$ cat src/rtl/fud_pkg.sv
`timescale 1ns / 1ps
// Package for the form-urlencoded pair decoder: result and state types,
// code constants and the hex helpers. No dependencies.
package fud_pkg;

  localparam int unsigned MaxRes   = 4;
  localparam int unsigned MaxPuts  = 3;
  localparam int unsigned ResCntW  = $clog2(MaxRes + 1);
  localparam int unsigned PutCntW  = $clog2(MaxPuts + 1);

  localparam logic [7:0] CH_AMP   = 8'h26;
  localparam logic [7:0] CH_EQ    = 8'h3d;
  localparam logic [7:0] CH_PLUS  = 8'h2b;
  localparam logic [7:0] CH_PCT   = 8'h25;
  localparam logic [7:0] CH_SPACE = 8'h20;
  localparam logic [7:0] CASE_MASK = 8'hdf;
  localparam logic [7:0] CH_UPPER_A = 8'h41;
  localparam logic [7:0] CH_ZERO  = 8'h30;

  localparam logic [1:0] KIND_NAME  = 2'd0;
  localparam logic [1:0] KIND_VALUE = 2'd1;
  localparam logic [1:0] KIND_END   = 2'd2;

  localparam logic [1:0] PH_IDLE = 2'd0;
  localparam logic [1:0] PH_PCT  = 2'd1;
  localparam logic [1:0] PH_DIG  = 2'd2;

  typedef struct packed {
    logic [7:0] data;
    logic [1:0] kind;
    logic       stream_end;
  } fud_res_t;

  typedef struct packed {
    logic [ResCntW-1:0]          count;
    fud_res_t [MaxRes-1:0]       res;
  } fud_bundle_t;

  typedef struct packed {
    logic [1:0] phase;
    logic [7:0] held;
    logic       value_part;
  } fud_state_t;

  function automatic logic is_hex(input logic [7:0] c);
    return (c >= 8'h30 && c <= 8'h39) || (c >= 8'h61 && c <= 8'h66) ||
           (c >= 8'h41 && c <= 8'h46);
  endfunction

  function automatic logic [3:0] hex_val(input logic [7:0] c);
    logic [7:0] t;
    if (c >= CH_UPPER_A) begin
      t = (c & CASE_MASK) - CH_UPPER_A + 8'd10;
    end else begin
      t = c - CH_ZERO;
    end
    return t[3:0];
  endfunction

endpackage

$ cat src/rtl/fud_in_if.sv
`timescale 1ns / 1ps
// Request channel for raw encoded bytes: valid/ready plus payload.
// No dependencies.
interface fud_in_if;
  logic       valid;
  logic       ready;
  logic [7:0] in_byte;
  logic       in_last;

  modport source (output valid, output in_byte, output in_last, input ready);
  modport sink (input valid, input in_byte, input in_last, output ready);
endinterface

$ cat src/rtl/fud_out_if.sv
`timescale 1ns / 1ps
// Request channel for decoded results: valid/ready plus payload.
// No dependencies.
interface fud_out_if;
  logic       valid;
  logic       ready;
  logic [7:0] out_byte;
  logic [1:0] out_kind;
  logic       out_run_end;
  logic       out_stream_end;

  modport source (output valid, output out_byte, output out_kind,
                  output out_run_end, output out_stream_end, input ready);
  modport sink (input valid, input out_byte, input out_kind,
                input out_run_end, input out_stream_end, output ready);
endinterface

$ cat src/rtl/fud_decode.sv
`timescale 1ns / 1ps
// Combinational decode of one raw byte against the escape/pair state.
// Depends on fud_pkg.
module fud_decode (
  input  logic [7:0]          raw_byte,
  input  logic                raw_last,
  input  fud_pkg::fud_state_t st,
  output fud_pkg::fud_state_t st_nxt,
  output fud_pkg::fud_bundle_t bundle
);
  import fud_pkg::*;

  always_comb begin
    logic [7:0]         b;
    logic [1:0]         ph;
    logic [7:0]         hd;
    logic               vp;
    logic [7:0]         put_b [MaxPuts];
    logic [PutCntW-1:0] put_n;
    logic [ResCntW-1:0] n;

    b     = raw_byte;
    ph    = st.phase;
    hd    = st.held;
    vp    = st.value_part;
    put_n = '0;
    n     = '0;
    for (int i = 0; i < MaxPuts; i++) put_b[i] = '0;
    bundle = '0;

    // Collect the decoded bytes in order.
    if (raw_byte == CH_AMP) begin
      if (ph == PH_PCT || ph == PH_DIG) begin
        put_b[put_n] = CH_PCT;
        put_n = put_n + 1'b1;
      end
      if (ph == PH_DIG) begin
        put_b[put_n] = hd;
        put_n = put_n + 1'b1;
      end
      ph = PH_IDLE;
      hd = '0;
    end else begin
      if (b == CH_PLUS) b = CH_SPACE;
      case (ph)
        PH_PCT: begin
          if (is_hex(b)) begin
            hd = b;
            ph = PH_DIG;
          end else begin
            ph = PH_IDLE;
            put_b[put_n] = CH_PCT;
            put_n = put_n + 1'b1;
            if (b == CH_PCT) begin
              ph = PH_PCT;
            end else begin
              put_b[put_n] = b;
              put_n = put_n + 1'b1;
            end
          end
        end
        PH_DIG: begin
          if (is_hex(b)) begin
            put_b[put_n] = {hex_val(hd), hex_val(b)};
            put_n = put_n + 1'b1;
          end else begin
            put_b[put_n] = CH_PCT;
            put_n = put_n + 1'b1;
            put_b[put_n] = hd;
            put_n = put_n + 1'b1;
          end
          ph = PH_IDLE;
          hd = '0;
          if (!is_hex(b)) begin
            if (b == CH_PCT) begin
              ph = PH_PCT;
            end else begin
              put_b[put_n] = b;
              put_n = put_n + 1'b1;
            end
          end
        end
        default: begin
          ph = PH_IDLE;
          if (b == CH_PCT) begin
            ph = PH_PCT;
          end else begin
            put_b[put_n] = b;
            put_n = put_n + 1'b1;
          end
        end
      endcase
      // Flush a pending escape at stream end.
      if (raw_last) begin
        if (ph == PH_PCT || ph == PH_DIG) begin
          put_b[put_n] = CH_PCT;
          put_n = put_n + 1'b1;
        end
        if (ph == PH_DIG) begin
          put_b[put_n] = hd;
          put_n = put_n + 1'b1;
        end
        ph = PH_IDLE;
        hd = '0;
      end
    end

    // The first '=' of a pair switches to the value and is dropped.
    for (int i = 0; i < MaxPuts; i++) begin
      if (PutCntW'(i) < put_n) begin
        if (!vp && put_b[i] == CH_EQ) begin
          vp = 1'b1;
        end else begin
          bundle.res[n[1:0]] = '{data: put_b[i],
                                 kind: (vp ? KIND_VALUE : KIND_NAME),
                                 stream_end: 1'b0};
          n = n + 1'b1;
        end
      end
    end

    if (raw_byte == CH_AMP || raw_last) begin
      bundle.res[n[1:0]] = '{data: 8'h00, kind: KIND_END, stream_end: raw_last};
      n  = n + 1'b1;
      vp = 1'b0;
    end
    bundle.count = n;

    if (raw_last) begin
      st_nxt = '0;
    end else begin
      st_nxt = '{phase: ph, held: hd, value_part: vp};
    end
  end

endmodule

$ cat src/rtl/fud_serial.sv
`timescale 1ns / 1ps
// Result register: holds and sends results one per cycle while out_ch.ready.
// Depends on fud_pkg and fud_out_if.
module fud_serial (
  input  logic                 clk,
  input  logic                 rst_n,
  input  logic                 load,
  input  fud_pkg::fud_bundle_t bundle,
  output logic                 free,
  fud_out_if.source            out_ch
);
  import fud_pkg::*;

  fud_res_t [MaxRes-1:0]       res_r;
  logic [ResCntW-1:0]          rem_r;
  logic [$clog2(MaxRes)-1:0]   idx_r;
  logic                        out_fire;

  assign out_fire = out_ch.valid && out_ch.ready;
  assign free     = (rem_r == '0) || (rem_r == ResCntW'(1) && out_ch.ready);

  assign out_ch.valid          = (rem_r != '0);
  assign out_ch.out_byte       = res_r[idx_r].data;
  assign out_ch.out_kind       = res_r[idx_r].kind;
  assign out_ch.out_stream_end = res_r[idx_r].stream_end;
  assign out_ch.out_run_end    = (rem_r == ResCntW'(1));

  always_ff @(posedge clk) begin
    if (!rst_n) begin
      rem_r <= '0;
      idx_r <= '0;
    end else if (load) begin
      rem_r <= bundle.count;
      idx_r <= '0;
    end else if (out_fire) begin
      rem_r <= rem_r - 1'b1;
      idx_r <= idx_r + 1'b1;
    end
  end

  always_ff @(posedge clk) begin
    if (load) res_r <= bundle.res;
  end

`ifndef SYNTHESIS
  a_rem_bound: assert property (@(posedge clk) disable iff (!rst_n)
    rem_r <= ResCntW'(MaxRes))
    else $error("result count out of range");

  a_stream_end_last: assert property (@(posedge clk) disable iff (!rst_n)
    out_ch.valid && out_ch.out_stream_end |->
      out_ch.out_kind == KIND_END && out_ch.out_run_end)
    else $error("stream end not on closing end-of-pair");

  a_drain: assert property (@(posedge clk) disable iff (!rst_n)
    out_fire && rem_r == ResCntW'(1) && !load |=> rem_r == '0)
    else $error("result register did not drain");
`endif

endmodule

$ cat src/rtl/form_urlencoded_pair_decoder.sv
`timescale 1ns / 1ps
// Form-urlencoded pair decoder, top level. An accepted request is decoded from
// the input register and loaded into the result register once that is free.
// Throughput: one byte per cycle while each byte yields at most one result and
// out_ch is ready; a multi-result byte holds the result register until drained.
// Reset (rst_n low, synchronous) clears the escape and pair state and empties
// both the input and result registers.
module form_urlencoded_pair_decoder (
  input  logic      clk,
  input  logic      rst_n,
  fud_in_if.sink    in_ch,
  fud_out_if.source out_ch
);
  import fud_pkg::*;

  // Input register: takes a request whenever it is empty or drains this cycle,
  // so a new byte can land while results still wait on out_ch.
  logic        in_valid_r;
  logic        in_valid_nxt;
  logic [7:0]  in_byte_r;
  logic        in_last_r;
  logic        in_fire;

  // Escape phase, held hex digit and name/value flag.
  fud_state_t  st_r;
  fud_state_t  st_nxt;

  fud_bundle_t bundle;
  logic        free;
  logic        load;

  // Move the held byte into the result register once the previous results
  // are gone (or the last of them leaves this cycle).
  assign load        = in_valid_r && free;
  assign in_ch.ready = !in_valid_r || load;
  assign in_fire     = in_ch.valid && in_ch.ready;

  always_comb begin
    in_valid_nxt = in_valid_r;
    if (in_fire) begin
      in_valid_nxt = 1'b1;
    end else if (load) begin
      in_valid_nxt = 1'b0;
    end
  end

  always_ff @(posedge clk) begin
    if (!rst_n) begin
      in_valid_r <= 1'b0;
      st_r       <= '0;
    end else begin
      in_valid_r <= in_valid_nxt;
      // Advance the decode state only when the byte is consumed.
      if (load) st_r <= st_nxt;
    end
  end

  // Payload: no reset needed, qualified by in_valid_r.
  always_ff @(posedge clk) begin
    if (in_fire) begin
      in_byte_r <= in_ch.in_byte;
      in_last_r <= in_ch.in_last;
    end
  end

  fud_decode u_decode (
    .raw_byte (in_byte_r),
    .raw_last (in_last_r),
    .st       (st_r),
    .st_nxt   (st_nxt),
    .bundle   (bundle)
  );

  fud_serial u_serial (
    .clk    (clk),
    .rst_n  (rst_n),
    .load   (load),
    .bundle (bundle),
    .free   (free),
    .out_ch (out_ch)
  );

`ifndef SYNTHESIS
  a_last_resets: assert property (@(posedge clk) disable iff (!rst_n)
    load && in_last_r |=> st_r.phase == PH_IDLE && !st_r.value_part && st_r.held == '0)
    else $error("state not cleared after stream end");

  a_held_idle: assert property (@(posedge clk) disable iff (!rst_n)
    st_r.phase != PH_DIG |-> st_r.held == '0)
    else $error("held digit outside digit phase");

  a_hold_input: assert property (@(posedge clk) disable iff (!rst_n)
    in_valid_r && !load |=> in_valid_r && $stable(in_byte_r) && $stable(in_last_r))
    else $error("input register lost a pending byte");
`endif

endmodule
$ cat src/flat_wrapper.sv
// flat-port wrapper written by rule: the top's interface ports become plain ports
module form_urlencoded_pair_decoder_flat import fud_pkg::*;
  (clk, rst_n, in_ch_valid, in_ch_in_byte, in_ch_in_last, in_ch_ready, out_ch_valid, out_ch_out_byte, out_ch_out_kind, out_ch_out_run_end, out_ch_out_stream_end, out_ch_ready);
  fud_in_if in_ch_i ();
  fud_out_if out_ch_i ();
  input  logic clk;
  input  logic rst_n;
  input wire logic [$bits(in_ch_i.valid)-1:0] in_ch_valid;
  input wire logic [$bits(in_ch_i.in_byte)-1:0] in_ch_in_byte;
  input wire logic [$bits(in_ch_i.in_last)-1:0] in_ch_in_last;
  output wire logic [$bits(in_ch_i.ready)-1:0] in_ch_ready;
  output wire logic [$bits(out_ch_i.valid)-1:0] out_ch_valid;
  output wire logic [$bits(out_ch_i.out_byte)-1:0] out_ch_out_byte;
  output wire logic [$bits(out_ch_i.out_kind)-1:0] out_ch_out_kind;
  output wire logic [$bits(out_ch_i.out_run_end)-1:0] out_ch_out_run_end;
  output wire logic [$bits(out_ch_i.out_stream_end)-1:0] out_ch_out_stream_end;
  input wire logic [$bits(out_ch_i.ready)-1:0] out_ch_ready;
  assign in_ch_i.valid = in_ch_valid;
  assign in_ch_i.in_byte = in_ch_in_byte;
  assign in_ch_i.in_last = in_ch_in_last;
  assign in_ch_ready = in_ch_i.ready;
  assign out_ch_valid = out_ch_i.valid;
  assign out_ch_out_byte = out_ch_i.out_byte;
  assign out_ch_out_kind = out_ch_i.out_kind;
  assign out_ch_out_run_end = out_ch_i.out_run_end;
  assign out_ch_out_stream_end = out_ch_i.out_stream_end;
  assign out_ch_i.ready = out_ch_ready;
  form_urlencoded_pair_decoder u_core (.clk(clk), .rst_n(rst_n), .in_ch(in_ch_i), .out_ch(out_ch_i));
endmodule
$ cat config.mk
export PLATFORM = sky130hd
export DESIGN_NAME = form_urlencoded_pair_decoder_flat
export DESIGN_NICKNAME = d
export VERILOG_FILES = /design/src/rtl/fud_pkg.sv /design/src/rtl/fud_in_if.sv /design/src/rtl/fud_out_if.sv /design/src/rtl/fud_decode.sv /design/src/rtl/fud_serial.sv /design/src/rtl/form_urlencoded_pair_decoder.sv /design/src/flat_wrapper.sv
export SDC_FILE = /design/constraint.sdc
export NUM_CORES = 1
export LEC_CHECK = 0
export BUFFER_PORTS_ARGS = -buffer_cell sky130_fd_sc_hd__buf_2
export CAP_MARGIN = 10
export CORE_ASPECT_RATIO = 0.8
export CORE_MARGIN = 2
export CORE_UTILIZATION = 36
export DETAILED_ROUTE_END_ITERATION = 6
export GPL_TIMING_DRIVEN = 0
export HOLD_SLACK_MARGIN = 0.1
export PLACE_DENSITY = 0.52
export SETUP_SLACK_MARGIN = 0.1
export SLEW_MARGIN = 10
export SYNTH_ARGS = -nofsm -noshare
export SYNTH_HDL_FRONTEND = slang
export SYNTH_SLANG_ARGS = --single-unit
$ cat constraint.sdc
create_clock -name clk -period 6.8 [get_ports clk]
set_clock_uncertainty 0.2 [all_clocks]
set_input_delay 0 -clock clk [delete_from_list [all_inputs] [get_ports clk]]
set_output_delay 0 -clock clk [all_outputs]
set_load 0.01 [all_outputs]
# Word level (Yosys, flattened, before mapping)
# Cells that the tools add are included.
dict set report op_classes {
  add_sub_neg 15
  multipliers 0
  div 0
  magnitude_cmp 25
  eq_ne 11
  shift 0
  muxes 109
  bitwise_logic 8
  n_reduce_logical 33
}
# op count
set op_table {}
lappend op_table {{44-bit two-way mux} 5}
lappend op_table {{24-bit two-way mux} 9}
lappend op_table {{8-bit two-way mux} 21}
lappend op_table {{44-bit bitwise mux} 3}
lappend op_table {{11-bit two-way mux} 7}
lappend op_table {{24-bit bitwise mux} 3}
lappend op_table {{11-bit demux with 2-bit select} 3}
lappend op_table {{8-bit demux with 2-bit select} 4}
lappend op_table {{8-bit by 6-bit == test with 1-bit output (second input constant)} 6}
lappend op_table {{8-bit one-hot mux with 2 select lines} 3}
lappend op_table {{2-bit two-way mux} 20}
lappend op_table {{8-bit by 7-bit greater-or-equal comparator with 1-bit output (second input constant)} 3}
lappend op_table {{11-bit binary-select mux with 2-bit select} 1}
lappend op_table {{3-bit two-way mux} 7}
lappend op_table {{1-bit logical AND} 17}
lappend op_table {{1-bit two-way mux} 17}
lappend op_table {{8-bit by 7-bit less-or-equal comparator with 1-bit output (second input constant)} 2}
lappend op_table {{4-bit by 1-bit subtractor with 4-bit output (second input constant)} 4}
lappend op_table {{15-bit AND} 1}
lappend op_table {{15-bit inverter} 1}
lappend op_table {{14-bit two-way mux} 1}
lappend op_table {{3-bit greater-or-equal comparator (second input constant)} 4}
lappend op_table {{2-bit by 3-bit less-than comparator with 1-bit output (second input constant)} 4}
lappend op_table {{3-bit by 1-bit less-than comparator with 1-bit output (second input constant)} 4}
lappend op_table {{24 further kinds} 51}
dict set report word_totals {
  ff_bits 70
  latch_bits 0
  ram_bits 0
  romBits 0
  inputBits 13
  output_inout_bits 14
  word_cells 221
  mem_count 0
}

# Depth between registers and ports, before layout
dict set report depth {
  word_depth 47
  ltp_mapped 32
  mapped_depth_nobuf 29
}

# Cells and area by module
# Synthesis repeated with hierarchy kept, for this count alone.
dict set report unflattened {
  hier_cells 680
  area_unflattened_um2 5899.4
}
# mod n_inst cells_per_inst area_per_inst_um2 seq_area_each_um2
set modules_own_cells {}
lappend modules_own_cells {fud_decode 1 521 3230.6 0.0}
lappend modules_own_cells {fud_serial 1 95 1883.1 1421.4}
lappend modules_own_cells {form_urlencoded_pair_decoder 1 64 785.8 510.5}

# Least setup slack after synthesis
# Ideal clock, no wire load.
dict set report synth_timing {
  path_type {register to register}
  startpoint {register u_core.in_byte_r[1]}
  endpoint {register u_core.u_serial.res_r[3] (netlist name), data pin}
  setup_ps 174
  arrival_time_ps 7061
  t_required_ps 6426
  path_slack_ps -636
  stages_incl_launch_ff 32
  path_buffers 3
  period_less_slack_ps 7436
  path_cell_list {edfxtp_1 -> inv_1 -> ha_1 -> nor4_4 -> o31ai_4 -> a211oi_4 -> nor3_1 -> ha_1 -> clkbuf_1 -> nor2_1 -> a21oi_1 -> ha_1 -> nand3_1 -> nand2b_1 -> o41ai_1 -> a22o_1 -> nand2_1 -> or4b_4 -> nor3_2 -> nor2_1 -> ha_1 -> o21ai_0 -> or2_1 -> clkbuf_1 -> inv_1 -> ha_1 -> mux2i_1 -> inv_1 -> ha_1 -> and2_1 -> clkbuf_1 -> a311oi_1}
}
# item line
set synth_rtl {}
lappend synth_rtl {{start: declaration} form_urlencoded_pair_decoder.sv:20} ;# logic [7:0] in_byte_r;
lappend synth_rtl {{start signal: assignment} form_urlencoded_pair_decoder.sv:61} ;# in_byte_r <= in_ch.in_byte;
lappend synth_rtl {{end signal: assignment} fud_serial.sv:42} ;# if (load) res_r <= bundle.res;
lappend synth_rtl {{end: declaration} fud_serial.sv:14} ;# fud_res_t [MaxRes-1:0] res_r;

==> out/qor.txt <==
first-pass GRT wire length -> 33.55 mm
Die Area -> 17260 um^2
Hold Path Class -> in2reg
average size of a mapped cell -> 9.055 um^2
Layout area overhead -> 31.38%
Clock Path Buffers -> 2
share of post-route cells with drive strength above 1 -> 30.07%
worst slew pin tran -> 1.327 ns
crit path from -> u_core.in_byte_r[1]$_DFFE_PP_
CP Max Fanout -> 7
Data arrival, critical path -> 6.66 ns
normalized max-slew margin -> 10.38%
Hold Fails Final Rpt -> 0
final WL -> 21.93 mm
Critical Path RT -> 6.75 ns
post-synth top area share -> 27.25%
I/O Buffers -> 25
fill cell count -> 1552
CTS tree -> done
setup TNS -> 0 ns
Iteration-0 DRC Markers -> 727
RSZ-0062 raised after global routing -> true
achievable clock frequency -> 0.1490 GHz
combinational power share -> 35.6%
total power -> 1586 uW
routed via count -> 5924
fin nets -> 793
CP startpoint kind -> flop
Ys Warns -> 0
Post-synth ARST share -> 0%
initial core utilization -> 36.97%
CP endpoint kind -> flop
critical path's largest stage delay -> 0.54 ns
status -> complete, no violations
Leak -> 0.002730 uW
period utilization -> 98.72%
number of synthesized register bits -> 70
crit path kind -> reg2reg
post-route cell area -> 7674 um^2
Skew-Pair Late Insertion Delay -> 0.35 ns
Max Slew Vio Count -> 0
post-DP HPWL -> 16.17 mm
GRT Overall Usage -> 25.41%
clock share of power -> 27.6%
Synth Flop Type -> edfxtp_1
Num CTS Buffers -> 9
Worst path most repeated cell -> ha_4
Placed Area -> 6355 um^2
largest area contributor in the netlist -> edfxtp_1
Slowest cell on crit path -> or3_1
wire per inst -> 22.61 um
Cells on Worst Hold Path -> 2
ranking of synthesized cells by area -> edfxtp_1 (27%), ha_1 (6.4%), dfxtp_1 (5.8%)
Die Span X -> 146.4 um
die height -> 117.9 um
Cell Int Power -> 1053 uW
CTS Sinks -> 70
pwr/cell area -> 206.7 nW/um^2
NetSw -> 533.2 uW
DR pass1 iterations -> 5
Routed Antenna Nets -> 0
vias in the first global route -> 5694
fin crit period -> 6.713 ns
Core ar. -> 15800 um^2
grt total ovfl -> 0
post-synth net total -> 688
# DRC -> 0
sequential area share after synthesis -> 33.08%
worst-case reg-to-reg path depth -> 28
vias per cell -> 6.107
worst r2r src -> u_core.in_byte_r[1]$_DFFE_PP_
Mapped Cells -> 645
Seq pwr share -> 36.8%
GP Congestion -> 0.9529
Site Rows -> 41
worst ir drop on vdd -> 0.0001374 V
Clock Tree Root -> clkbuf_16
number of synthesized flops with an enable pin -> 53
max cap viols -> 0
H-tree Lvls -> 3
Synth cell types -> 92
HP Start -> in_ch_in_byte[6]
clock slew at reported path FFs -> 0.06 ns
Net Sw Frac -> 33.61%
Post-Syn Area -> 5841 um^2
Setup Viol. Count Final -> 0
I/O Pins -> 27
largest net degree at the start of global routing -> 36
# diodes -> 0
antenna violations before repair -> 0
-- synth_stat cells, drive strengths merged (9+ instances only) --
library cell and instances:
nand2 59, nor2 54, or2 11, mux4 11
ha 30, a311oi 9, a21oi 40, dfxtp 17
clkbuf 26, nand2b 9, a211oi 10, nor3 19
and2 12, o21ai 21, edfxtp 53, inv 31
a31oi 13, nor2b 17, buf 16, nand3 31
-- cell type report --
type | instances | area, um^2 | share of cell area [%]
Buffer | 41 | 254.0 | 3.310
Clock buffer | 12 | 246.5 | 3.212
Clock inverter | 4 | 23.77 | 0.3098
Inverter | 31 | 121.4 | 1.582
Multi-Input combinational cell | 502 | 4108 | 53.53
Sequential cell | 70 | 1932 | 25.18
Tap cell | 215 | 269.0 | 3.506
Timing Repair Buffer | 95 | 719.4 | 9.376
-- through the flow --
step	instances	setup slack, ns	util, %	hold WS, ns
floorplan	645	0.1116	-	-0.1011
detailed placement	886	-1.757	40.22	-0.02123
global route	970	-0.1108	48.57	0.1532
global placement	885	-1.854	40.09	-0.02381
CTS	952	0.1103	46.30	0.1532
finish	970	0.08675	48.57	0.1627
-- logic make-up after synthesis --
| kind of cell | Yosys count | synth area share (%) |
|---|---|---|
| flip-flops | 70 | 33.08 |
| buffers and inverters | 73 | 5.334 |
| multiplexers | 20 | 5.806 |
| adder cells (fa/ha/maj) | 30 | 6.427 |
| AND/OR/NAND/NOR | 258 | 24.29 |
| AO/OA/AOI/OAI | 185 | 23.72 |
| XOR/XNOR | 9 | 1.350 |
-- flip-flops by register name, summed over array words and instances (netlist names) --
signal,count
u_core.u_serial.rem_r,3
u_core.in_last_r,1
u_core.in_valid_r,1
u_core.st_r,11
u_core.u_serial.res_r,44
u_core.u_serial.idx_r,2
u_core.in_byte_r,8
-- critical path: cells and delay by family (launching register included) --
| family | cells | cell delay, ns |
|---|---|---|
| simple gates | 9 | 2.31 |
| compound gates | 7 | 1.50 |
| buf+inv | 7 | 0.90 |
| fa+ha+maj | 4 | 0.90 |
| flops | 1 | 0.50 |
| mux | 1 | 0.19 |
-- placed cells by master (no fill, tap or decap), drive strengths merged, types with 10 or more instances in the layout --
cell,instances
dlygate4sd3,15
ha,30
a31oi,13
nor2,54
mux4,11
nor2b,17
buf,101
dfxtp,17
nand3,31
or2,11
o21ai,21
nand2,59
a21oi,40
clkbuf,32
nor3,19
a211oi,10
and2,12
inv,30
edfxtp,53
-- power groups by stage --
stage                     Sequential, uW  Combinational, uW  Clock, uW
final                                584                564        438
after global routing                 591                604        465
after CTS                            585                533        447
after detailed placement             599                466          0
after global placement               601                455          0
after floorplan                      588                324          0
-- routing by layer --
metal | wire (um) | vias to the layer above | GRT usage, %
met2 | 8879 | 291 | 34.70
met4 | 389 | 0 | 6.250
met1 | 10280 | 2924 | 38.33
met3 | 2380 | 38 | 8.140
li1 | - | 2671 | -
met5 | 0 | - | 0
-- worst paths after layout --
check                                            end  slack [ns]
hold reg to reg          u_core.st_r[9]$_SDFFE_PN0P_        0.32
setup / recovery  u_core.u_serial.res_r[3]$_DFFE_PP_        0.09
setup reg to reg  u_core.u_serial.res_r[3]$_DFFE_PP_        0.09
hold / removal         u_core.in_byte_r[6]$_DFFE_PP_        0.16
-- timing repair --
item,in CTS,in global routing
endpoints found under the setup margin,47,46
setup buffers,36,18
pin swaps,22,33
endpoints found under the hold margin,26,0
hold buffers,15,0
resized for setup,61,53
Power figures use the tool's default switching activity.
